**src/rtl/core/follower_zone_classifier_assert.svh**
```systemverilog
// assertion macros shared by the classifier rtl
`ifndef FOLLOWER_ZONE_CLASSIFIER_ASSERT_SVH
`define FOLLOWER_ZONE_CLASSIFIER_ASSERT_SVH

`ifndef SYNTH
`define FZC_ASSERT(label, clk, rst, prop) \
  label: assert property (@(posedge clk) disable iff (rst) prop) \
    else $error("fzc assertion failed");
`define FZC_ASSERT_ALWAYS(label, clk, prop) \
  label: assert property (@(posedge clk) prop) \
    else $error("fzc assertion failed");
`else
`define FZC_ASSERT(label, clk, rst, prop)
`define FZC_ASSERT_ALWAYS(label, clk, prop)
`endif

`endif

```
**src/rtl/core/fzc_pkg.sv**
```systemverilog
package fzc_pkg;

  localparam int VERTEX_BITS    = 24;
  localparam int CFG_DATA_BITS  = 48;
  localparam int CFG_INDEX_BITS = 3;
  localparam int COUNT_BITS     = 3;
  localparam int THRESH_BITS    = 20;
  localparam int STATE_BITS     = 2;
  localparam int NEAR_BITS      = 10;

  localparam logic [CFG_INDEX_BITS-1:0] REG_VERTEX_COUNT   = 3'd0;
  localparam logic [CFG_INDEX_BITS-1:0] REG_VERTEX_FIRST   = 3'd1;
  localparam logic [CFG_INDEX_BITS-1:0] REG_STOP_THRESHOLD = 3'd7;

  localparam logic [COUNT_BITS-1:0]  COUNT_MIN         = 3'd3;
  localparam logic [COUNT_BITS-1:0]  COUNT_RESET       = 3'd3;
  localparam logic [THRESH_BITS-1:0] THRESHOLD_RESET   = 20'd268;

  localparam logic [STATE_BITS-1:0] ST_FOLLOWING     = 2'd0;
  localparam logic [STATE_BITS-1:0] ST_NOT_FOLLOWING = 2'd1;
  localparam logic [STATE_BITS-1:0] ST_STOPPED       = 2'd2;
  localparam logic [STATE_BITS-1:0] ST_UNKNOWN       = 2'd3;

  typedef struct packed {
    logic accept;
    logic load2;
    logic load3;
  } pipe_ctl_t;

endpackage

```
**src/rtl/core/fzc_cfg_regs.sv**
```systemverilog
module fzc_cfg_regs #(
  parameter int MAX_VERTICES = 6
) (
  input  logic                                 clk,
  input  logic                                 rst,
  input  logic                                 cfg_we,
  input  logic [fzc_pkg::CFG_INDEX_BITS-1:0]   cfg_index,
  input  logic [fzc_pkg::CFG_DATA_BITS-1:0]    cfg_data,
  output logic [fzc_pkg::CFG_DATA_BITS-1:0]    vertex [MAX_VERTICES],
  output logic [fzc_pkg::COUNT_BITS-1:0]       vertex_count,
  output logic [fzc_pkg::THRESH_BITS-1:0]      stop_threshold_sq
);
  import fzc_pkg::*;

  logic [COUNT_BITS-1:0] count_raw;

  always_ff @(posedge clk) begin
    if (rst) begin
      count_raw         <= COUNT_RESET;
      stop_threshold_sq <= THRESHOLD_RESET;
    end else if (cfg_we) begin
      unique case (cfg_index)
        REG_VERTEX_COUNT:   count_raw <= cfg_data[COUNT_BITS-1:0];
        REG_STOP_THRESHOLD: stop_threshold_sq <= cfg_data[THRESH_BITS-1:0];
        default: ;
      endcase
    end
  end

  for (genvar i = 0; i < MAX_VERTICES; i++) begin : g_vertex
    always_ff @(posedge clk) begin
      if (rst) begin
        vertex[i] <= '0;
      end else if (cfg_we && cfg_index == REG_VERTEX_FIRST + CFG_INDEX_BITS'(i)) begin
        vertex[i] <= cfg_data;
      end
    end
  end

  // counts outside the usable range snap to the nearest end
  always_comb begin
    if (count_raw < COUNT_MIN) begin
      vertex_count = COUNT_MIN;
    end else if (count_raw > COUNT_BITS'(MAX_VERTICES)) begin
      vertex_count = COUNT_BITS'(MAX_VERTICES);
    end else begin
      vertex_count = count_raw;
    end
  end

endmodule

```
**config.mk**
```make
export PLATFORM = sky130hd
export DESIGN_NAME = fzc_cfg_regs
export DESIGN_NICKNAME = d
export VERILOG_FILES = /design/src/rtl/core/follower_zone_classifier_assert.svh /design/src/rtl/core/fzc_pkg.sv /design/src/rtl/core/fzc_cfg_regs.sv
export SDC_FILE = /design/constraint.sdc
export NUM_CORES = 1
export LEC_CHECK = 0
export BUFFER_PORTS_ARGS = -buffer_cell sky130_fd_sc_hd__buf_2
export CAP_MARGIN = 20
export CORE_ASPECT_RATIO = 1.5
export CORE_MARGIN = 2
export CORE_UTILIZATION = 30
export CTS_CLUSTER_SIZE = 20
export DETAILED_ROUTE_END_ITERATION = 10
export GPL_ROUTABILITY_DRIVEN = 0
export PLACE_DENSITY = 0.5
export SLEW_MARGIN = 20
export SYNTH_ARGS = -nofsm -noshare
export SYNTH_HDL_FRONTEND = slang
export SYNTH_SLANG_ARGS = --single-unit
export TNS_END_PERCENT = 100
```
**constraint.sdc**
```tcl
create_clock -name clk -period 1.3 [get_ports clk]
set_clock_uncertainty 0.05 [all_clocks]
set_input_delay 0.13 -clock clk [delete_from_list [all_inputs] [get_ports clk]]
set_output_delay 0.13 -clock clk [all_outputs]
set_load 0.03 [all_outputs]
```
Word-level counts from Yosys, hierarchy flattened
Index checks and enable logic that the tools add are counted.
{"block": "op_classes", "n_mux": 2, "reduce_logical": 9, "n_eq_ne": 7, "order_cmp": 2}
{"cell": "3-bit equality test (second input constant)", "n": 4}
{"cell": "3-bit by 2-bit equality test with 1-bit output (second input constant)", "n": 2}
{"cell": "1-bit logical AND", "n": 6}
{"cell": "3-bit two-way mux", "n": 2}
{"cell": "2-bit AND reduction", "n": 2}
{"cell": "3-bit by 1-bit equality test with 1-bit output (second input constant)", "n": 1}
{"cell": "3-bit > comparator (second input constant)", "n": 1}
{"cell": "3-bit zero test", "n": 1}
{"cell": "3-bit by 2-bit less-than comparator with 1-bit output (second input constant)", "n": 1}
{"block": "word_totals", "ff_bits": 311, "input_bits": 54, "elab_cells": 28}

Depth between registers and ports, before layout
Gate-level depths: netlist (run 1).
{"block": "logic_depth", "depth_word": 3, "mapped_depth": 6, "mapped_depth_nobuf": 2}

Worst setup path before layout (run 1)
OpenSTA, ideal clock, no wires.
{"block": "synth_path", "path_type": "register to output", "start": "register count_raw[0]", "end": "output port vertex_count[0] in the netlist's numbering", "slack_ns": 0.091, "stages_incl_launch_ff": 3, "t_arrival_ns": 1.029, "cell_sequence": "dfxtp_1 -> inv_1 -> o21ai_0"}
{"block": "synth_via", "elab_chain_cells": 3, "elab_cells_between_ends": 4, "classes_between": "2 x order compare; 2 x mux"}
{"item": "start: declaration", "line": "fzc_cfg_regs.sv:15", "source": "logic [COUNT_BITS-1:0] count_raw;"}
{"item": "start signal: assignment", "line": "fzc_cfg_regs.sv:23", "source": "REG_VERTEX_COUNT: count_raw <= cfg_data[COUNT_BITS-1:0];"}
{"item": "3-bit > comparator", "line": "fzc_cfg_regs.sv:44", "source": "end else if (count_raw > COUNT_BITS'(MAX_VERTICES)) begin"}
{"item": "3-bit two-way mux", "line": "fzc_cfg_regs.sv:44"}
{"item": "3-bit two-way mux *", "line": "fzc_cfg_regs.sv:42", "source": "if (count_raw < COUNT_MIN) begin"}
{"item": "end: declaration", "line": "fzc_cfg_regs.sv:10", "source": "output logic [fzc_pkg::COUNT_BITS-1:0] vertex_count,"}
Mark *: on every way between the ends. The rest lies on a longest branch, timed or not.

Final worst setup path (run 1)
Same ends and word-level chain as after synthesis.

==> impl_results.md, run 1 <==
- Die ar.: 42100 µm²
- Antenna-violating nets left: 0
- Yosys cell types: 16
- Area leader, netlist: dfxtp_1
- Fin util: 41.4%
- Core area: around 40000 µm²
- Maximum vdd drop: approximately 860 µV
- FILL cells: just under 4000
- Worst EP arrival: around 1.2 ns
- Syn Nets: between 1000 and 1500
- Post-CTS setup buffer count: 0
- Register area share after synthesis: between 50% and 60%
- Post-DR wirelength/cell: approximately 19 µm
- Top-area cell type share of the netlist area: between 50% and 60%
- FMAX: around 740 MHz
- CTS tree: yes
- Drt total wl: about 38000 µm
- All-Layer GR Usage: around 17%
- Finished Layout Cells: 2022
- ANT cells: 0
- Post-layout min period: approximately 1.3 ns
- Post-layout worst setup margin: -0.0447 ns
- Share of layout cells above drive strength 1: about a third
- Most frequent cells in the layout: nand2b_1 (354), buf_2 (320), mux2i_1 (311)
- Worst Path Class, Setup: reg -> out
- Number of synthesized register bits: between 300 and 400
- Die W: 168 µm
- Clock root buffer: clkbuf_16
- Run status: complete, but fails checks
- RSZ-0062 raised after global routing: yes
- Logic pwr share: 9.2%
- Largest cells by area after synthesis: dfxtp_1 (51%), mux2i_1 (26%), nand2b_1 (18%)
- Placed Area: about 15000 µm²
- H-tree levels: 2
- Sw power: approximately 5.3 mW
- First DRT Iteration DRCs: between 300 and 400
- YS warnings: 0
- Worst-margin pin slew: between 0.3 and 0.4 ns
- Slew Viols, Final: 0
- CP Data Required Time: 1.12 ns
- Pleak: between 8 and 9 nW
- Failing checks: setup timing
- Sw Share: 24.3%
- Reg clk slew, reported paths: 0.06 ns
- Max_cap viols: 0
- Starting Density: 30.3%
- Num ports: 365
- Area delta synth->final: 36.7%
- Final hold violations: 0
- Row cnt: 90
- Clk buf depth: 3
- Pwr per Cell Area: roughly 1300 nW/µm²
- Nets: around 1500
- Netlist Area Pre-Place: 12100 µm²
- Power Internal: about 16 mW
- Global-route wire length before repair: about 56000 µm
- Gr ovfl total: 0
- Min-delay worst type: in -> reg
- CTS Buf Count: 34
- DP Cell Count: between 1500 and 2000
- Syn Area/Cell: 11.3 µm²
- Power share of the clock group: approximately 45%
- Sequential share of power: a little under half
- Setup violators final: 1
- Post-DP HPWL: approximately 27000 µm
- Mapped Cells: between 1000 and 1500
- DRC: 0
- Clk_lat worst skew: between 0.5 and 0.6 ns
- Post-route cell area: roughly 17000 µm²
- Initial antenna violation count: 0
- Max-slew headroom: between 70 and 80%
- Crit end category: primary output
- Critical path launch point type: flip-flop
- IO buf count: approximately 360
- Largest net degree at the start of global routing: 53
- Commonest non-fill, non-tap cell in the layout: nand2b_1
- DRT Pass-1 Iters: 4
- DIE HEIGHT: 250 µm
- Crit Path Max Fanout: 2
- Fin crit share: 103%
- Vias per inst: 4.45
- Number of global-route vias before repair: approximately 9000
- DR vias: ~9000
- Clock sink total: just over 300
cell type report:
| cell class | count | area, µm² | share of cell area (%) |
|---|---|---|---|
| Sequential cell | 311 | 6230 | 37.5 |
| Multi-Input combinational cell | 687 | 5540 | 33.4 |
| Timing Repair Buffer | 456 | 3040 | 18.3 |
| Clock buffer | 49 | 1050 | 6.33 |
| Tap cell | 506 | 633 | 3.82 |
| Clock inverter | 12 | 95.1 | 0.573 |
| Inverter | 1 | 3.75 | 0.0226 |
cells in the mapped netlist:
master     count
and4bb_2       1
buf_2         18
buf_4         13
buf_6          8
clkbuf_1      41
dfxtp_1      311
inv_1          1
mux2i_1      311
nand2b_1     355
nand4_1        1
nand4b_1       3
nand4bb_1      3
nor2_1        10
nor4b_2        1
nor4bb_1       1
o21ai_0        1
power groups by stage:
stage / combinational [mW] / clock (mW) / sequential (mW)
6_report: 2.00 / 9.81 / 9.85
5_1_grt: 2.12 / 10.5 / 9.87
4_1_cts: 2.02 / 10.2 / 9.85
3_5_place_dp: 1.94 / 0 / 10.1
3_3_place_gp: 1.93 / 0 / 10.1
2_1_floorplan: 0.771 / 0 / 10.5
logic make-up after synthesis:
kind of cell           share of synthesized area (%)
flip-flops                                      51.3
multiplexers                                    25.6
AO/OA/AOI/OAI                                 0.0412
AND/OR/NAND/NOR                                 19.5
buffers and inverters                           3.59
metrics by stage:
step / setup TNS (ns) / power, mW / hold slack, ns / setup slack (ns)
6_report: -0.0447 / 21.7 / 0.00457 / -0.0447
3_3_place_gp: -0.170 / 12.0 / 0.356 / -0.0239
3_5_place_dp: -2.27 / 12.0 / 0.370 / -0.0895
4_1_cts: -0.105 / 22.0 / 0.000111 / -0.0800
2_1_floorplan: 0 / 11.2 / 0.241 / 0.0907
5_1_grt: -0.150 / 22.5 / 0.0182 / -0.114
registers in the layout (all words and copies together), names as in the netlist:
register / count
count_raw: 3
stop_threshold_sq: 20
vertex: 288
worst paths after layout:
path | slack, ns | startpoint | cells past startpoint | endpoint
setup reg to reg | 0.60 | count_raw[2] | 2 | count_raw[2]
hold / removal | 0.005 | cfg_data[31] | 3 | vertex[79]
hold reg to reg | 0.42 | vertex[265] | 2 | vertex[265]
setup / recovery | -0.04 | count_raw[0] | 3 | vertex_count[0]
repair_timing:
action                     4_1_cts  5_1_grt
hold buffers                    30        0
resized for setup               23       37
hold endpoints to repair       134        0
setup endpoints to repair       13       32
pin swaps                        1        0
critical path: stages (launching register included):
cell and delay, ns:
dfxtp_2 0.33, inv_2 0.03, o21ai_2 0.13, buf_6 0.16
routing by layer:
layer / up-vias / GRT usage (%) / wire length, µm
li1: 4391 / - / -
met1: 4275 / 20.3 / 15500
met2: 263 / 30.7 / 19000
met3: 64 / 3.98 / 2180
met4: 0 / 6.43 / 1250
met5: - / 0 / 0
Power figures use the tool's default switching activity.
==> run 2: changes to the inputs <==
- PLACE_DENSITY: 0.5 -> 0.6
==> run 2 against run 1 <==
The run still ends with setup timing left. Clock power decreased by 11%. First-iteration DRC count decreased by 16%. Flip-flop and latch count unchanged. Sequential share of layout area decreased by 2.4 points. Register-to-register slack about the same.
==> impl_results.md, run 2 (synthesis results as in run 1) <==
- Run status: complete, but fails checks (unchanged)
- Failing checks: setup timing (unchanged)
- Clock sink total: 311 (unchanged)
- Die ar.: 42100 µm² (unchanged)
- Initial antenna violation count: 0 (unchanged)
- Post-layout min period: 1.42 ns (was 1.34 ns)
- Share of layout cells above drive strength 1: 36.5% (was 32.7%)
- Num ports: 365 (unchanged)
- Multi-input combinational cell area: 5540 µm² (about the same)
- Cell breakdown of the critical path: o21ai_2 -> buf_6 (was inv_2 -> o21ai_2 -> buf_6)
- Most frequent cells in the layout: nand2b_1 (355), mux2i_1 (311), dfxtp_1 (235) (was nand2b_1 (354), buf_2 (320), mux2i_1 (311))
- DRC: 0 (unchanged)
- Max_cap viols: 0 (unchanged)
- Setup violators final: 2 (was 1)
- CTS tree: yes (unchanged)
- H-tree levels: 1 (was 2)
- Core area: 40100 µm² (unchanged)
- Die W: 168 µm (unchanged)
- Commonest non-fill, non-tap cell in the layout: nand2b_1 (unchanged)
- Worst Path Class, Setup: reg -> out (unchanged)
- Post-DR wirelength/cell: 18.4 µm (was 18.8 µm)
- Critical path launch point type: flip-flop (unchanged)
- Post-layout worst setup margin: -0.120 ns (was -0.0447 ns)
- Most flops, register: vertex (unchanged)
- Starting Density: 30.3% (unchanged)
- Largest regs: vertex x288, stop_threshold_sq x20, count_raw x3 (unchanged)
- Slew Viols, Final: 0 (unchanged)
- Min-delay worst type: in -> reg (unchanged)
- Max incr delay on CP: 0.34 ns (was 0.33 ns)
- Post-Route Setup TNS: -0.226 ns (was -0.0447 ns)
- DR vias: 9196 (was 8993)
- Max reg flops: 288 (unchanged)
- First DRT Iteration DRCs: 263 (was 314)
- Drt total wl: 37600 µm (was 37900 µm)
- Crit path max-delay cell type: dfxtp_2 (unchanged)
- Placed Area: 15100 µm² (was 15000 µm²)
- Nets: 1564 (was 1545)
- DIE HEIGHT: 250 µm (unchanged)
- Worst-margin pin slew: 0.381 ns (was 0.373 ns)
- FF+latch area: 6320 µm² (was 6230 µm²)
- Global-route wire length before repair: 55800 µm (was 56400 µm)
- Buffers and inverters on the worst path: 1 (was 2)
- Post-route cell area: 18000 µm² (was 16600 µm²)
- All-Layer GR Usage: 17.0% (was 17.3%)
- RSZ-0062 raised after global routing: yes (unchanged)
- Clk_lat worst skew: 0.57 ns (was 0.51 ns)
- Gr ovfl total: 0 (unchanged)
- Crit end category: primary output (unchanged)
- Crit path max-delay family: flip-flops (unchanged)
- Area delta synth->final: 48.3% (was 36.7%)
- FILL cells: 3741 (was 3940)
- CTS Buf Count: 31 (was 34)
- Fin crit share: 109% (was 103%)
- Clk buf depth: 3 (unchanged)
- ANT cells: 0 (unchanged)
- DRT Pass-1 Iters: 4 (unchanged)
- Pre-CTS WS: -0.0428 ns (was -0.0895 ns)
- Pleak: 8.88 nW (was 8.72 nW)
- Antenna-violating nets left: 0 (unchanged)
- Worst EP arrival: 1.24 ns (was 1.16 ns)
- Reg clk slew, reported paths: 0.07 ns (was 0.06 ns)
- Pwr per Cell Area: 1160 nW/µm² (was 1310 nW/µm²)
- Vias per inst: 4.51 (was 4.45)
- FMAX: 704 MHz (was 744 MHz)
- IO buf count: 364 (unchanged)
- Largest net degree at the start of global routing: 57 (was 53)
- Fin util: 44.9% (was 41.4%)
- Clock root buffer: clkbuf_16 (unchanged)
- Crit Path Max Fanout: 3 (was 2)
- CP Data Required Time: 1.12 ns (about the same)
- Maximum vdd drop: 787 µV (was 857 µV)
- Post-DP HPWL: 26200 µm (was 26900 µm)
- Max-slew headroom: 74.6% (was 75.1%)
- Row cnt: 90 (unchanged)
- Number of global-route vias before repair: 9311 (was 9136)
- Final hold violations: 0 (unchanged)
[run 2: cell count changes in the layout (fill, tap and decap cells not counted), moves of 23 or more]
cell and delta:
buf_2 -264, clkbuf_4 -23, buf_4 +133, buf_6 +156, dfxtp_2 +72, dfxtp_1 -73
[run 2: layout make-up]
type | count | share of cell area, %
clock buffer | 47 | 4.92
clock inverter | 9 | 0.445
inverter | 1 | 0.0209
multi-input combinational | 687 | 30.8
sequential | 311 | 35.1
tap | 506 | 3.52
timing repair buffer | 478 | 25.2
[run 2: final timing paths]
kind / start / end / slack, ns / depth (start not counted)
worst min register to register: vertex[181] / vertex[181] / 0.42 / 2
worst min-delay path: cfg_data[25] / vertex[169] / 0.02 / 3
worst max register to register: count_raw[2] / count_raw[2] / 0.60 / 2
worst max-delay path: count_raw[1] / vertex_count[0] / -0.12 / 2
[run 2: through the flow]
stage,hold WS (ns),power (mW),cells
after floorplan,0.241,11.2,1079
after global placement,0.351,12.0,1937
after detailed placement,0.372,12.0,1937
after CTS,0.00252,21.1,2039
after global routing,0.00781,21.6,2039
final,0.0203,20.8,2039
[run 2: per-layer routing]
metal	GRT usage (%)	share of wire [%]
met4	8.05	4.6
met5	0	0
met1	19.1	39
met2	30.9	51
met3	3.07	5.3
[run 2: power breakdown]
| group | total [mW] | switching, mW | leakage (nW) | internal, mW |
|---|---|---|---|---|
| logic | 2.23 | 1.19 | 5.85 | 1.04 |
| registers | 9.89 | 0.138 | 2.55 | 9.75 |
| clock network | 8.72 | 3.83 | 0.474 | 4.88 |
[run 2: repair_timing]
item,4_1_cts,5_1_grt
gates resized for setup,386,172
pin swaps,1,0
endpoints found under the setup margin,294,139
hold buffers,46,0
buffers inserted,0,0
endpoints found under the hold margin,260,0
[run 2: tightest hold or removal path, cell delays in order]
cell      delay [ns]
buf_2           0.07
nand2b_1        0.20
mux2i_1         0.19
