--- config.mk ---
export PLATFORM = sky130hd
export DESIGN_NAME = fzc_motion
export DESIGN_NICKNAME = d
export VERILOG_FILES = /design/src/rtl/core/fzc_pkg.sv /design/src/rtl/core/fzc_motion.sv
export VERILOG_INCLUDE_DIRS = /design/src /design/src/rtl/core
export SDC_FILE = /design/constraint.sdc
export NUM_CORES = 1
export LEC_CHECK = 0
export BUFFER_PORTS_ARGS = -buffer_cell sky130_fd_sc_hd__buf_2
export CAP_MARGIN = 20
export CORE_MARGIN = 10
export CORE_UTILIZATION = 30
export DETAILED_ROUTE_END_ITERATION = 7
export REMOVE_ABC_BUFFERS = 1
export SYNTH_ARGS = -nofsm -noshare
export SYNTH_HDL_FRONTEND = slang
export SYNTH_SLANG_ARGS = --single-unit
--- constraint.sdc ---
create_clock -name clk -period 11.5 [get_ports clk]
set_clock_uncertainty 0.2 [all_clocks]
set_input_delay 2.875 -clock clk [delete_from_list [all_inputs] [get_ports clk]]
set_output_delay 2.875 -clock clk [all_outputs]
set_load 0.005 [all_outputs]
--- src/rtl/core/follower_zone_classifier_assert.svh ---
// assertion macros shared by the classifier rtl
`ifndef FOLLOWER_ZONE_CLASSIFIER_ASSERT_SVH
`define FOLLOWER_ZONE_CLASSIFIER_ASSERT_SVH

`ifndef SYNTH
`define FZC_ASSERT(label, clk, rst, prop) \
  label: assert property (@(posedge clk) disable iff (rst) prop) \
    else $error("fzc assertion failed");
`define FZC_ASSERT_ALWAYS(label, clk, prop) \
  label: assert property (@(posedge clk) prop) \
    else $error("fzc assertion failed");
`else
`define FZC_ASSERT(label, clk, rst, prop)
`define FZC_ASSERT_ALWAYS(label, clk, prop)
`endif

`endif

--- src/rtl/core/fzc_pkg.sv ---
package fzc_pkg;

  localparam int VERTEX_BITS    = 24;
  localparam int CFG_DATA_BITS  = 48;
  localparam int CFG_INDEX_BITS = 3;
  localparam int COUNT_BITS     = 3;
  localparam int THRESH_BITS    = 20;
  localparam int STATE_BITS     = 2;
  localparam int NEAR_BITS      = 10;

  localparam logic [CFG_INDEX_BITS-1:0] REG_VERTEX_COUNT   = 3'd0;
  localparam logic [CFG_INDEX_BITS-1:0] REG_VERTEX_FIRST   = 3'd1;
  localparam logic [CFG_INDEX_BITS-1:0] REG_STOP_THRESHOLD = 3'd7;

  localparam logic [COUNT_BITS-1:0]  COUNT_MIN         = 3'd3;
  localparam logic [COUNT_BITS-1:0]  COUNT_RESET       = 3'd3;
  localparam logic [THRESH_BITS-1:0] THRESHOLD_RESET   = 20'd268;

  localparam logic [STATE_BITS-1:0] ST_FOLLOWING     = 2'd0;
  localparam logic [STATE_BITS-1:0] ST_NOT_FOLLOWING = 2'd1;
  localparam logic [STATE_BITS-1:0] ST_STOPPED       = 2'd2;
  localparam logic [STATE_BITS-1:0] ST_UNKNOWN       = 2'd3;

  typedef struct packed {
    logic accept;
    logic load2;
    logic load3;
  } pipe_ctl_t;

endpackage

--- src/rtl/core/fzc_motion.sv ---
module fzc_motion #(
  parameter int COORD_BITS = 24
) (
  input  logic                               clk,
  input  logic                               rst,
  input  fzc_pkg::pipe_ctl_t                 ctl,
  input  logic                               track_present,
  input  logic signed [COORD_BITS-1:0]       person_x,
  input  logic signed [COORD_BITS-1:0]       person_y,
  input  logic [fzc_pkg::THRESH_BITS-1:0]    stop_threshold_sq,
  output logic                               stopped
);
  import fzc_pkg::*;

  localparam int DB = COORD_BITS + 1;

  logic signed [COORD_BITS-1:0] last_x;
  logic signed [COORD_BITS-1:0] last_y;
  logic signed [DB-1:0]         dx;
  logic signed [DB-1:0]         dy;
  logic [DB-1:0]                mag_x;
  logic [DB-1:0]                mag_y;
  logic [2*NEAR_BITS-1:0]       sq_x;
  logic [2*NEAR_BITS-1:0]       sq_y;
  logic [2*NEAR_BITS:0]         sq_sum;
  logic                         near;
  logic                         stopped_next;

  always_ff @(posedge clk) begin
    if (rst) begin
      last_x <= '0;
      last_y <= '0;
    end else if (ctl.accept && track_present) begin
      last_x <= person_x;
      last_y <= person_y;
    end
  end

  always_ff @(posedge clk) begin
    if (ctl.accept) begin
      dx <= DB'(person_x) - DB'(last_x);
      dy <= DB'(person_y) - DB'(last_y);
    end
  end

  // any component of 1024 or more can never fall below the threshold
  always_comb begin
    mag_x        = dx[DB-1] ? DB'(-dx) : DB'(dx);
    mag_y        = dy[DB-1] ? DB'(-dy) : DB'(dy);
    near         = (mag_x < DB'(2 ** NEAR_BITS)) && (mag_y < DB'(2 ** NEAR_BITS));
    sq_x         = mag_x[NEAR_BITS-1:0] * mag_x[NEAR_BITS-1:0];
    sq_y         = mag_y[NEAR_BITS-1:0] * mag_y[NEAR_BITS-1:0];
    sq_sum       = {1'b0, sq_x} + {1'b0, sq_y};
    stopped_next = near && (sq_sum < (2*NEAR_BITS+1)'(stop_threshold_sq));
  end

  always_ff @(posedge clk) begin
    if (ctl.load2) begin
      stopped <= stopped_next;
    end
  end

`include "follower_zone_classifier_assert.svh"

  `FZC_ASSERT(a_untracked_keeps_last, clk, rst,
    (ctl.accept && !track_present) |=> ($stable(last_x) && $stable(last_y)))

endmodule

-- Yosys cells after proc, flatten, opt, wreduce, memory -nomap -nowiden
Cells that the tools add are included.
- bits in registers: 99
- input port bits: 74
- output and inout port bits: 1
- logic and storage cells: 20
- $add $sub $neg: 5
- multiply operators: 2
- magnitude comparators: 3
- muxes and demuxes: 2
- reductions and logical operators: 3
- operator list (kind ; count):
    < comparator 25 x 11 -> 1 bit, second input constant ; 2
    two-way mux 25 bit ; 2
    negator 25 bit ; 2
    subtractor 24 x 24 -> 25 bit ; 2
    multiplier 10 x 10 -> 20 bit ; 2
    adder 20 x 20 -> 21 bit ; 1
    < comparator 21 x 20 -> 1 bit ; 1
    logical AND 1 bit ; 3

-- Logic depth before layout (Yosys ltp)
Gate-level depths: netlist of run 1.
- depth in word-level cells: 6
- gate-level depth with buffers: 38
- gate-level depth less buffers: 37

-- Worst setup path after synthesis of run 1
OpenSTA, ideal clock, no wires.
- kind: reg-to-reg
- start: reg dy[0]
- end: reg stopped, data pin
- library setup time: 149 ps
- data arrival time: 9139 ps
- setup slack: 2012 ps
- stages on the path, launching flop included: 34
- path buffers: 2
- period minus slack after synthesis: 9488 ps
- path through: edfxtp_1 > inv_1 > clkbuf_1 > ha_1 > or3b_2 > clkbuf_1 > or2_2 > o21ai_0 > xnor2_1 > nand2_1 > fa_1 > fa_1 > inv_1 > fa_1 > fa_1 > fa_1 > fa_1 > inv_1 > fa_1 > inv_1 > ha_1 > and3_1 > a211oi_1 > o31ai_1 > or4_1 > nand4_1 > ha_1 > o21a_1 > o21a_1 > a32oi_1 > nand4_1 > nor4_1 > nand4_1 > nor3b_2
- longest elaborated chain between the ends: 6
- ends and longest elaborated chain (what ; line ; RTL):
    from (decl) ; fzc_motion.sv:20 ; logic signed [DB-1:0] dy;
    from (signal assigned) ; fzc_motion.sv:42 ; dy <= DB'(person_y) - DB'(last_y);
    negator 25 bit ; fzc_motion.sv:49 ; mag_y = dy[DB-1] ? DB'(-dy) : DB'(dy);
    two-way mux 25 bit (*) ; fzc_motion.sv:49 ;
    multiplier 10 x 10 -> 20 bit ; fzc_motion.sv:52 ; sq_y = mag_y[NEAR_BITS-1:0] * mag_y[NEAR_BITS-1:0];
    adder 20 x 20 -> 21 bit ; fzc_motion.sv:53 ; sq_sum = {1'b0, sq_x} + {1'b0, sq_y};
    < comparator 21 x 20 -> 1 bit ; fzc_motion.sv:54 ; stopped_next = near && (sq_sum < (2*NEAR_BITS+1)'(stop_threshold_sq));
    logical AND 1 bit (*) ; fzc_motion.sv:54 ;
    via stopped_next ; fzc_motion.sv:27 ; logic stopped_next;
    to (signal assigned) ; fzc_motion.sv:59 ; stopped <= stopped_next;
    to (decl) ; fzc_motion.sv:11 ; output logic stopped
Mark *: on every way through the listed nets, which the timed path passes. The rest lies on a longest branch.
A chain may end at the register's enable or synchronous reset.

-- Final worst setup path of run 1
Same ends and word-level chain as after synthesis.

==> results of run 1 <==
==> routing by layer <==
| layer | track usage | wire (um) |
|---|---|---|
| met5 | 0 | 0 |
| met1 | 0.160 | 14400 |
| met3 | 0.0188 | 1290 |
| met2 | 0.207 | 14800 |
| met4 | 0.0288 | 476 |
==> metrics by stage <==
step / hold slack [ps] / utilization
5_1_grt: 274 / 0.338
3_3_place_gp: 242 / 0.330
4_1_cts: 257 / 0.338
6_report: 254 / 0.338
2_1_floorplan: 230 / -
3_5_place_dp: 247 / 0.330
==> path summary, 6_finish.rpt <==
path                            startpoint    endpoint  slack [ps]  cells after the start
worst max-delay path                 dy[0]     stopped         990                     33
worst min-delay path            last_y[15]  last_y[15]         250                      2
worst max register to register       dy[0]     stopped         990                     33
worst min register to register  last_y[15]  last_y[15]         250                      2
==> layout make-up <==
class,instances,area [um2],share of cell area
sequential,99,2490,0.175
inverter,287,1080,0.0755
clock buffer,10,229,0.0161
tap,539,674,0.0473
timing repair buffer,90,493,0.0346
multi-input combinational,1112,9180,0.644
clock inverter,6,113,0.00790
==> flip-flops by register name, indices dropped and copies added (netlist names) <==
signal,flops
stopped,1
dy,25
last_x,24
dx,25
last_y,24
==> cell families after synthesis <==
logic type               share of synthesized area
AO/OA/AOI/OAI                                0.138
XOR/XNOR                                    0.0544
adder cells (fa/ha/maj)                      0.354
buffers and inverters                       0.0944
flip-flops                                   0.193
multiplexers                               0.00427
AND/OR/NAND/NOR                              0.161
==> cell usage after synthesis, types with 7 or more instances <==
| cell | count | area [um2] |
|---|---|---|
| xor2_1 | 23 | 201 |
| a211oi_1 | 10 | 75.1 |
| a21oi_1 | 105 | 526 |
| dfxtp_1 | 48 | 961 |
| nor2b_1 | 17 | 106 |
| nor2_1 | 112 | 420 |
| fa_1 | 131 | 2620 |
| nand2_1 | 193 | 724 |
| edfxtp_1 | 51 | 1530 |
| o31ai_1 | 14 | 105 |
| nand3_1 | 21 | 105 |
| and3_1 | 7 | 43.8 |
| or3_1 | 8 | 50.1 |
| clkbuf_1 | 24 | 90.1 |
| ha_1 | 155 | 1940 |
| o21a_1 | 21 | 158 |
| a21o_1 | 16 | 120 |
| nand4_1 | 10 | 62.6 |
| o21ai_0 | 49 | 245 |
| nand2b_1 | 14 | 87.6 |
| o211ai_1 | 7 | 52.6 |
| nor3_1 | 37 | 185 |
| a31oi_1 | 7 | 43.8 |
| or4_1 | 9 | 67.6 |
| inv_1 | 284 | 1070 |
| xnor2_1 | 57 | 499 |
| nor4_1 | 12 | 75.1 |
==> worst min-delay path, cell delays in order (launching register included) <==
cell and delay [ps]:
dfxtp_1 310, nand2_1 50, a21oi_1 50
==> cell usage in the layout, fill, tap and decap left out, types with 21 or more instances in the layout <==
cell and instances:
buf_2 73, a21oi_1 105, ha_1 155, dfxtp_1 48, o21ai_0 49, edfxtp_1 51
nor2_1 112, o21a_1 21, fa_1 131, xor2_1 23, nand3_1 21, nor3_1 37
inv_1 284, xnor2_1 57, nand2_1 193
==> results, run 1 <==
- The run finished with clean final reports.
- The number of flops mapped to enable cells by yosys is 51.
- The overall die height is between 200 and 250 um.
- After detailed routing, the average wire length per cell comes to about 14 um.
- In the post-route analysis, the smallest setup slack over all paths is 988 ps.
- The total count of hold-check failures in the final report is 0.
- The number of gates resized after CTS was 0.
- For this run, design rule violations remaining after detail routing come to 0.
- The area of the core is ~42000 um2.
- Summing every instance area after synthesis gives approximately 13000 um2.
- The total global routing overflow is 0.
- The x dimension of the die is 227 um.
- After filler insertion, the fill cell instance count of the layout stands at between 4000 and 5000.
- The total length of routed wires is ~31000 um.
- The worst path in the final design needs a cycle of 10510 ps, including I/O delays and setup.
- The cell with the biggest individual delay on the critical path is fa_1.
- The count of final max-slew check failures is 0.
- In this run, CTS created clock tree buffers numbering 9.
- Summed over all failing endpoints, the final setup total negative slack is 0 ps.
- The cell family with the largest share of critical-path delay is adder cells.
- The count of nets left with antenna violations once routing finished came out at 0.
- Row generation in the floorplan step produced 75 rows.
- Measured against its own limit, the worst slew margin works out to 0.371.
- 0 antenna diodes ended up in the layout.
- The summed area of non-filler cells in the final layout is ~14000 um2.
- The global-route wire length before repair is just over 50000 um.
- The last weighted congestion value of the routability-driven placer is between 0.9 and 1.
- The startpoint-to-endpoint class of the critical path is register to register.
- For the worst setup path, the data required time is between 10000 and 15000 ps.
- The fraction of registers with async set/reset is 0.
- The total number of yosys warnings is 0.
- CTS placed an instance of clkbuf_16 at the clock tree root.
- The via count of the first global-routing pass is ~10000.
- The signed area change from the synthesized netlist to the final layout is 10.6%.
- The number of sinks on the clock net is 99.
- The measured slew at the worst slew-check pin is between 900 and 1000 ps.
- Along the worst path, the maximum fanout reaches 12.
- In this run the deepest clock path goes through 2 buffers.
- The combined buffer and inverter count along the critical path is 5.
- Summing all placed instances gives a cell area of roughly 14000 um2.
- TritonCTS built the clock tree.
- The startpoint class of the critical path is a register.
- The per-instance average area after synthesis is roughly 8.4 um2.
- The via count is about 10000.
- The most frequent cell on the critical path is fa_1.
- The clock-pin slew on the worst setup and hold paths is approximately 70 ps.
- The effective utilization at floorplan is 0.305.
- The count of routing violations after the opening detailed-route iteration is about 550.
- Dividing the detail-routed via count by the number of cells gives 4.81.
- The number of setup violations in the final report is 0.
- The net count of the finished layout is 1959.
- The most used flip-flop cell after synthesis is edfxtp_1.
- The finished layout holds roughly 2100 standard cells, fillers aside.
- The H-tree depth reported by CTS is 3.
- The cell count after placement is 2127.
- Pin placement for this block handled 75 I/O pins.
- The clock latency on the worst-skew pair is approximately 350 ps.
- The pin count of the biggest net entering global routing is 53.
- Derived from the worst setup path, the maximum achievable clock frequency is approximately 95 MHz.
- The total setup buffers inserted after CTS is 0.
- Hold repair after CTS inserted 0 buffers.
- Before CTS, the worst setup slack after placement is between 1000 and 1500 ps.
- The number of detailed-routing iterations run before antenna repair is 5.
- For the worst setup path, the data arrival time is approximately 10000 ps.
- In the final layout, the share of cells above drive strength 1 is 0.0767.
- The number of port buffers is 73.
- In this run, synthesis produced a sequential element count of 99.
- In the global route stage, overall resource usage came out at 0.122.
- The share of the Yosys chip area taken by registers is 0.193.
- The kind of capture point of the worst setup path is a register.
- Setup repair after global routing left no endpoint under its margin.
- The number of antenna violations at the first check in global routing was 0.
- The die covers 51700 um2.
- The delay of the slowest critical-path stage is around 550 ps.
- Synthesis handed over a netlist of approximately 1500 instances.
- The tool flagged a number of max-cap violations equal to 0.
- The class of the tightest hold or removal check is register to register.
- Summed over all nets, the half-perimeter wirelength after detailed placement is around 26000 um.
- The synthesized netlist contains 64 unique library cells.
- Of the available clock period, the critical path in the final layout requires 0.914.
Power of run 1 is left out: the tool's default activity adds up to more than one toggle a clock period on the data nets, which glitch-free logic cannot reach.
==> run 2, diff against run 1 <==
--- a/config.mk
+++ b/config.mk
@@ -11,7 +11,7 @@
 export CORE_MARGIN = 10
 export CORE_UTILIZATION = 30
 export DETAILED_ROUTE_END_ITERATION = 7
-export REMOVE_ABC_BUFFERS = 1
+export SKIP_LAST_GASP = 1
 export SYNTH_ARGS = -nofsm -noshare
 export SYNTH_HDL_FRONTEND = slang
 export SYNTH_SLANG_ARGS = --single-unit
==> run 2 against run 1 <==
Effect of this change:
- worst hold slack got worse by 0.97 ps
- sequential share of layout area up 0.12 points
- cell count fell by 0.19%
- cell area decreased by 0.70%
- first-iteration DRC count increased by 4.3%
- global-route usage increased by 0.17 points
- non-clock buffer count shrank 5
- critical endpoint unchanged
- wire length decreased by 1.1%
- maximum frequency fell by 0.21%
- critical path type unchanged
==> results, run 2 (synthesis gave the netlist of run 1 again) <==
- Along the worst path, the maximum fanout reaches 12.
- After detailed placement, the design holds a cell count of roughly 2100.
- The number of remaining DRC errors is 0.
- The tightest hold margin is 253 ps.
- The worst setup path is captured at a register.
- The number of nets in the layout is about 2000.
- The average via count per standard cell is 4.85.
- The total count of hold-check failures in the final report is 0.
- For this design the top-level I/O count stands at 75.
- Among all stages on the critical path, the largest delay is contributed by fa_1.
- The footprint of the flip-flops and latches is between 2000 and 2500 um2.
- In the finished design, the share of the clock period the worst path needs comes to 0.916.
- The multi-input combinational cells in the finished layout cover a total of 9180 um2.
- During placement, the flow inserted port buffers numbering 73.
- STA puts the critical path data required time at 11490 ps.
- The effective utilization at floorplan is 0.305.
- On the worst path, the slowest cell contributes a delay of ~550 ps.
- The cell sitting at the root of the clock tree is a clkbuf_16.
- The most common library cell in the layout ignoring fill and taps is inv_1.
- The maximum root-to-sink buffer count is 2.
- The number of antenna violations at the first check in global routing came to 2.
- The clock-pin slew on the worst setup and hold paths is around 80 ps.
- The total length of routed wires is just over 30000 um.
- The clock buffer count from CTS is 9.
- The number of fill cells is 4438.
- Headroom to the max-slew limit came out at 0.311.
- After legalization and detailed placement, the total HPWL measured ~26000 um.
- STA puts the critical path data arrival time at 10520 ps.
- Setup violations remaining at the end of the flow were counted as 0.
- The total setup buffers inserted after CTS is 0.
- The via count of the first global-routing pass came to roughly 10000.
- The clock latency on the worst-skew pair is 360 ps.
- Once layout is complete, the cells apart from fillers number around 2100.
- The instance area after placement is between 10000 and 15000 um2.
- The final routed wire length divided by cell count is 14.3 um.
- The worst setup path is launched from a register.
- The first global-routing pass estimated approximately 51000 um of wire.
- The pin count of the biggest net entering global routing is 53.
- The class of the tightest hold or removal check is register to register.
- The run finished with clean final reports.
- The signed area change from the synthesized netlist to the final layout is 9.86%.
- The ratio of cells with drive above 1 in the final layout is 0.0744.
- The minimum clock period after layout is approximately 11000 ps.
- In this run, post-CTS repair resized a total of 0 instances.
- The count of final max-slew check failures came to 0.
- The row count is 75.
- Setup repair after global routing left no endpoint under its margin.
- The aggregate negative setup slack is 0 ps.
- In the final layout, the registers with the most flip-flops are dx: 25 flops, dy: 25 flops.
- The H-tree depth reported by CTS is 3.
- The floorplan step defined a core boundary enclosing between 40000 and 50000 um2.
- Routability-driven placement finished with a final weighted congestion of ~0.89.
- The maximum achievable frequency is roughly 95 MHz.
- The library cells used most frequently in the layout, excluding fill and tap cells, are 284 x inv_1, 193 x nand2_1, 155 x ha_1, 131 x fa_1, 112 x nor2_1.
- In the global route stage, overall resource usage came out at 0.124.
- The floorplan die area is about 52000 um2.
- When the netlist entered floorplanning its net count stood at 1888.
- The count of antenna-violating nets left after detailed routing is 0.
- In this run the horizontal extent of the chip is ~230 um.
- The measured slew at the worst slew-check pin is 1030 ps.
- The summed area of non-filler cells in the final layout is approximately 14000 um2.
- The clock drives just under 100 sinks.
- The total overflow left after global routing is 0.
- The overall die height is between 200 and 250 um.
- The count of maximum capacitance violations is 0.
- By startpoint and endpoint, the worst setup path is classified as register to register.
- Buffers inserted to repair hold after CTS numbered 0.
- In this design, the critical path's most frequently occurring cell is fa_1.
- The via count is ~10000.
- The first TritonRoute pass finished after 5 iterations.
- The TritonCTS clock tree is done.
- The count of routing violations after the opening detailed-route iteration is a little under 600.
[run 2: cell type report]
| class | instances | share of cell area |
|---|---|---|
| multi-input cells | 1112 | 0.648 |
| clock inverters | 7 | 0.00362 |
| repair buffers | 85 | 0.0322 |
| flip-flops and latches | 99 | 0.176 |
| diodes | 1 | 0.000177 |
| well taps | 539 | 0.0476 |
| inverters | 287 | 0.0761 |
| clock buffers | 9 | 0.0159 |
[run 2: final timing paths]
path	from	endpoint	slack (ps)	cells past startpoint
worst max-delay path	dy[0]	stopped	970	32
worst min-delay path	last_x[18]	last_x[18]	250	2
worst max register to register	dy[0]	stopped	970	32
worst min register to register	last_x[18]	last_x[18]	250	2
[run 2: critical path: cells and delay by family (launching register included)]
kind                     cells  cell delay [ps]
adder cells (fa/ha/maj)     10             4490
AND/OR/NAND/NOR             12             2880
AO/OA/AOI/OAI                5             1490
buffers and inverters        4              470
flip-flops                   1              460
XOR/XNOR                     1              330
[run 2: through the flow]
step                      utilization  setup slack (ps)
after detailed placement        0.329               979
after global placement          0.329              1070
after CTS                       0.335               908
after global routing            0.335               360
after floorplan                     -              2010
final                           0.335               967
[run 2: per-layer routing]
layer  vias up  wire length [um]  track usage
li1       5190                 -            -
met1      4953             13900        0.154
met2       196             14600        0.213
met3        35              1490       0.0214
met4         2               614       0.0365
met5         -                 7            0
Power of run 2 is left out for the same reason.
==> run 3, diff against run 2 <==
--- a/config.mk
+++ b/config.mk
@@ -6,11 +6,12 @@
 export SDC_FILE = /design/constraint.sdc
 export NUM_CORES = 1
 export LEC_CHECK = 0
-export BUFFER_PORTS_ARGS = -buffer_cell sky130_fd_sc_hd__buf_2
 export CAP_MARGIN = 20
 export CORE_MARGIN = 10
 export CORE_UTILIZATION = 30
 export DETAILED_ROUTE_END_ITERATION = 7
+export DONT_BUFFER_PORTS = 1
+export SKIP_CTS_REPAIR_TIMING = 1
 export SKIP_LAST_GASP = 1
 export SYNTH_ARGS = -nofsm -noshare
 export SYNTH_HDL_FRONTEND = slang
==> run 3 against run 2 <==
Effect of this change:
- critical path depth unchanged
- register-to-register slack about the same
- largest cell class unchanged
- worst setup slack lost 8.7 ps
- maximum frequency barely moved
- sequential cell count unchanged
- critical endpoint unchanged
- worst hold slack lost 6.0 ps
- via count is 3.7% lower
- clock-buffer cell count grew 1
==> results, run 3 (synthesis gave the netlist of run 1 again) <==
- The maximum root-to-sink buffer count is 2.
- Using the TritonRoute via totals, the vias-per-cell ratio works out to approximately 4.8.
- 75 I/O pins were placed.
- In the global route stage, overall resource usage came out at 0.121.
- The number of sinks on the clock net is between 90 and 100.
- The final worst-path cycle share is 0.917.
- From synthesis to final layout, the design area changed by 7.20%.
- The number of antenna violations at the first check in global routing came to 0.
- The global-route wire length before repair is roughly 50000 um.
- The delay of the slowest critical-path stage is 550 ps.
- For this run, design rule violations remaining after detail routing come to 0.
- The number of setup violations in the final report is 0.
- The maximum achievable frequency is 94.9 MHz.
- The data required time of the critical path is 11490 ps.
- Measured along the x axis, the die boundary spans between 200 and 250 um.
- The placed wire-length estimate is between 20000 and 30000 um.
- In the layout the commonest cells are 284 x inv_1, 193 x nand2_1, 155 x ha_1, 131 x fa_1, 112 x nor2_1.
- The most frequent cell on the critical path is fa_1.
- The number of antenna diodes in the final layout is 0.
- The area of the core is between 40000 and 50000 um2.
- The final routed wire length divided by cell count is approximately 15 um.
- The total count of hold-check failures in the final report is 0.
- At the pin with the least slew margin, the transition time is 994 ps.
- The total global routing overflow is 0.
- The startpoint class of the critical path is a register.
- The via count of the first global-routing pass was ~9800.
- The clock latency on the worst-skew pair is between 300 and 400 ps.
- The number of buffers and inverters on the critical path is 4.
- TritonCTS created 9 clock buffers.
- The number of port buffers is 0.
- The remaining max-slew budget at the tightest pin is 0.337.
- The clock-pin slew on the worst setup and hold paths is 70 ps.
- For this block, the initial DRC count from the detailed router was 569.
- The clock tree synthesis step divided the H-tree into 3 levels.
- The most common library cell in the layout ignoring fill and taps is inv_1.
- TritonCTS built the clock tree.
- The filler cells instantiated in the layout total between 4000 and 5000.
- The root buffer cell chosen for the clock tree is clkbuf_16.
- Across the run, the number of max-cap violations was 0.
- The ratio of cells with drive above 1 in the final layout is 0.0301.
- The cell family with the largest share of critical-path delay is adder cells.
- The minimum clock period after layout is 10540 ps.
- The pre-antenna-repair detailed-routing pass consisted of 5 iterations.
- The number of nets in the layout is roughly 1900.
- The row count is 75.
- The effective utilization at floorplan is 0.305.
- Setup repair after global routing left no endpoint under its margin.
- The count of nets left with antenna violations once routing finished came out at 0.
- The endpoint arrival time on the critical path is between 10000 and 15000 ps.
- The count of final max-slew check failures was 0.
- The die covers around 52000 um2.
- The flow ran to the end, and the final reports show no timing, DRC or antenna violations.
- The largest registers in the layout are dx: 25 flops, dy: 25 flops.
- The total length of routed wires is 30300 um.
- The aggregate negative setup slack is 0 ps.
- The startpoint-to-endpoint class of the critical path is register to register.
- The last weighted congestion value of the routability-driven placer is about 0.90.
- The maximum fanout encountered on the critical timing path is 12.
- The via count is between 9000 and 10000.
- The pin count of the biggest net entering global routing is 53.
- STA classifies the critical path endpoint as a register.
- The class of the tightest hold or removal check is register to register.
- The slowest stage of the critical path is the fa_1 cell.
- The die is between 200 and 250 um tall.
- The net count of the mapped netlist is 1888.
## run 3: stage by stage
| step | util | cell area (um2) | cells | hold slack (ps) | setup slack [ps] |
|---|---|---|---|---|---|
| 2_1_floorplan | - | 12900 | 1528 | 236 | 2010 |
| 3_3_place_gp | 0.320 | 13500 | 2050 | 236 | 1060 |
| 3_5_place_dp | 0.320 | 13500 | 2050 | 240 | 1020 |
| 4_1_cts | 0.327 | 13800 | 2066 | 250 | 968 |
| 5_1_grt | 0.327 | 13800 | 2066 | 266 | 340 |
| 6_report | 0.327 | 13800 | 2066 | 247 | 958 |
## run 3: cell type report
class                           instances  area [um2]  share of cell area
Multi-Input combinational cell       1112        9180               0.665
Clock inverter                          6        65.1             0.00471
Sequential cell                        99        2490               0.180
Clock buffer                           10         229              0.0166
Tap cell                              539         674              0.0488
Inverter                              287        1080              0.0780
Timing Repair Buffer                   13        97.6             0.00706
## run 3: final timing paths
check                                from  slack, ps  cells past startpoint        end
worst max-delay path                dy[0]        960                     32    stopped
worst min-delay path            last_y[4]        250                      2  last_y[4]
worst max register to register      dy[0]        960                     32    stopped
worst min register to register  last_y[4]        250                      2  last_y[4]
## run 3: tightest hold or removal path, cell delays in order (launching register included)
cell and delay, ps:
dfxtp_1 310, nand2_1 50, a21oi_1 50
## run 3: metal layers
layer,share of wire,GRT usage,vias up
met5,0,0,-
met4,0.011,0.0279,0
met3,0.061,0.0274,19
met1,0.45,0.153,4744
met2,0.48,0.207,173
li1,-,-,5055
Power of run 3 is left out for the same reason.
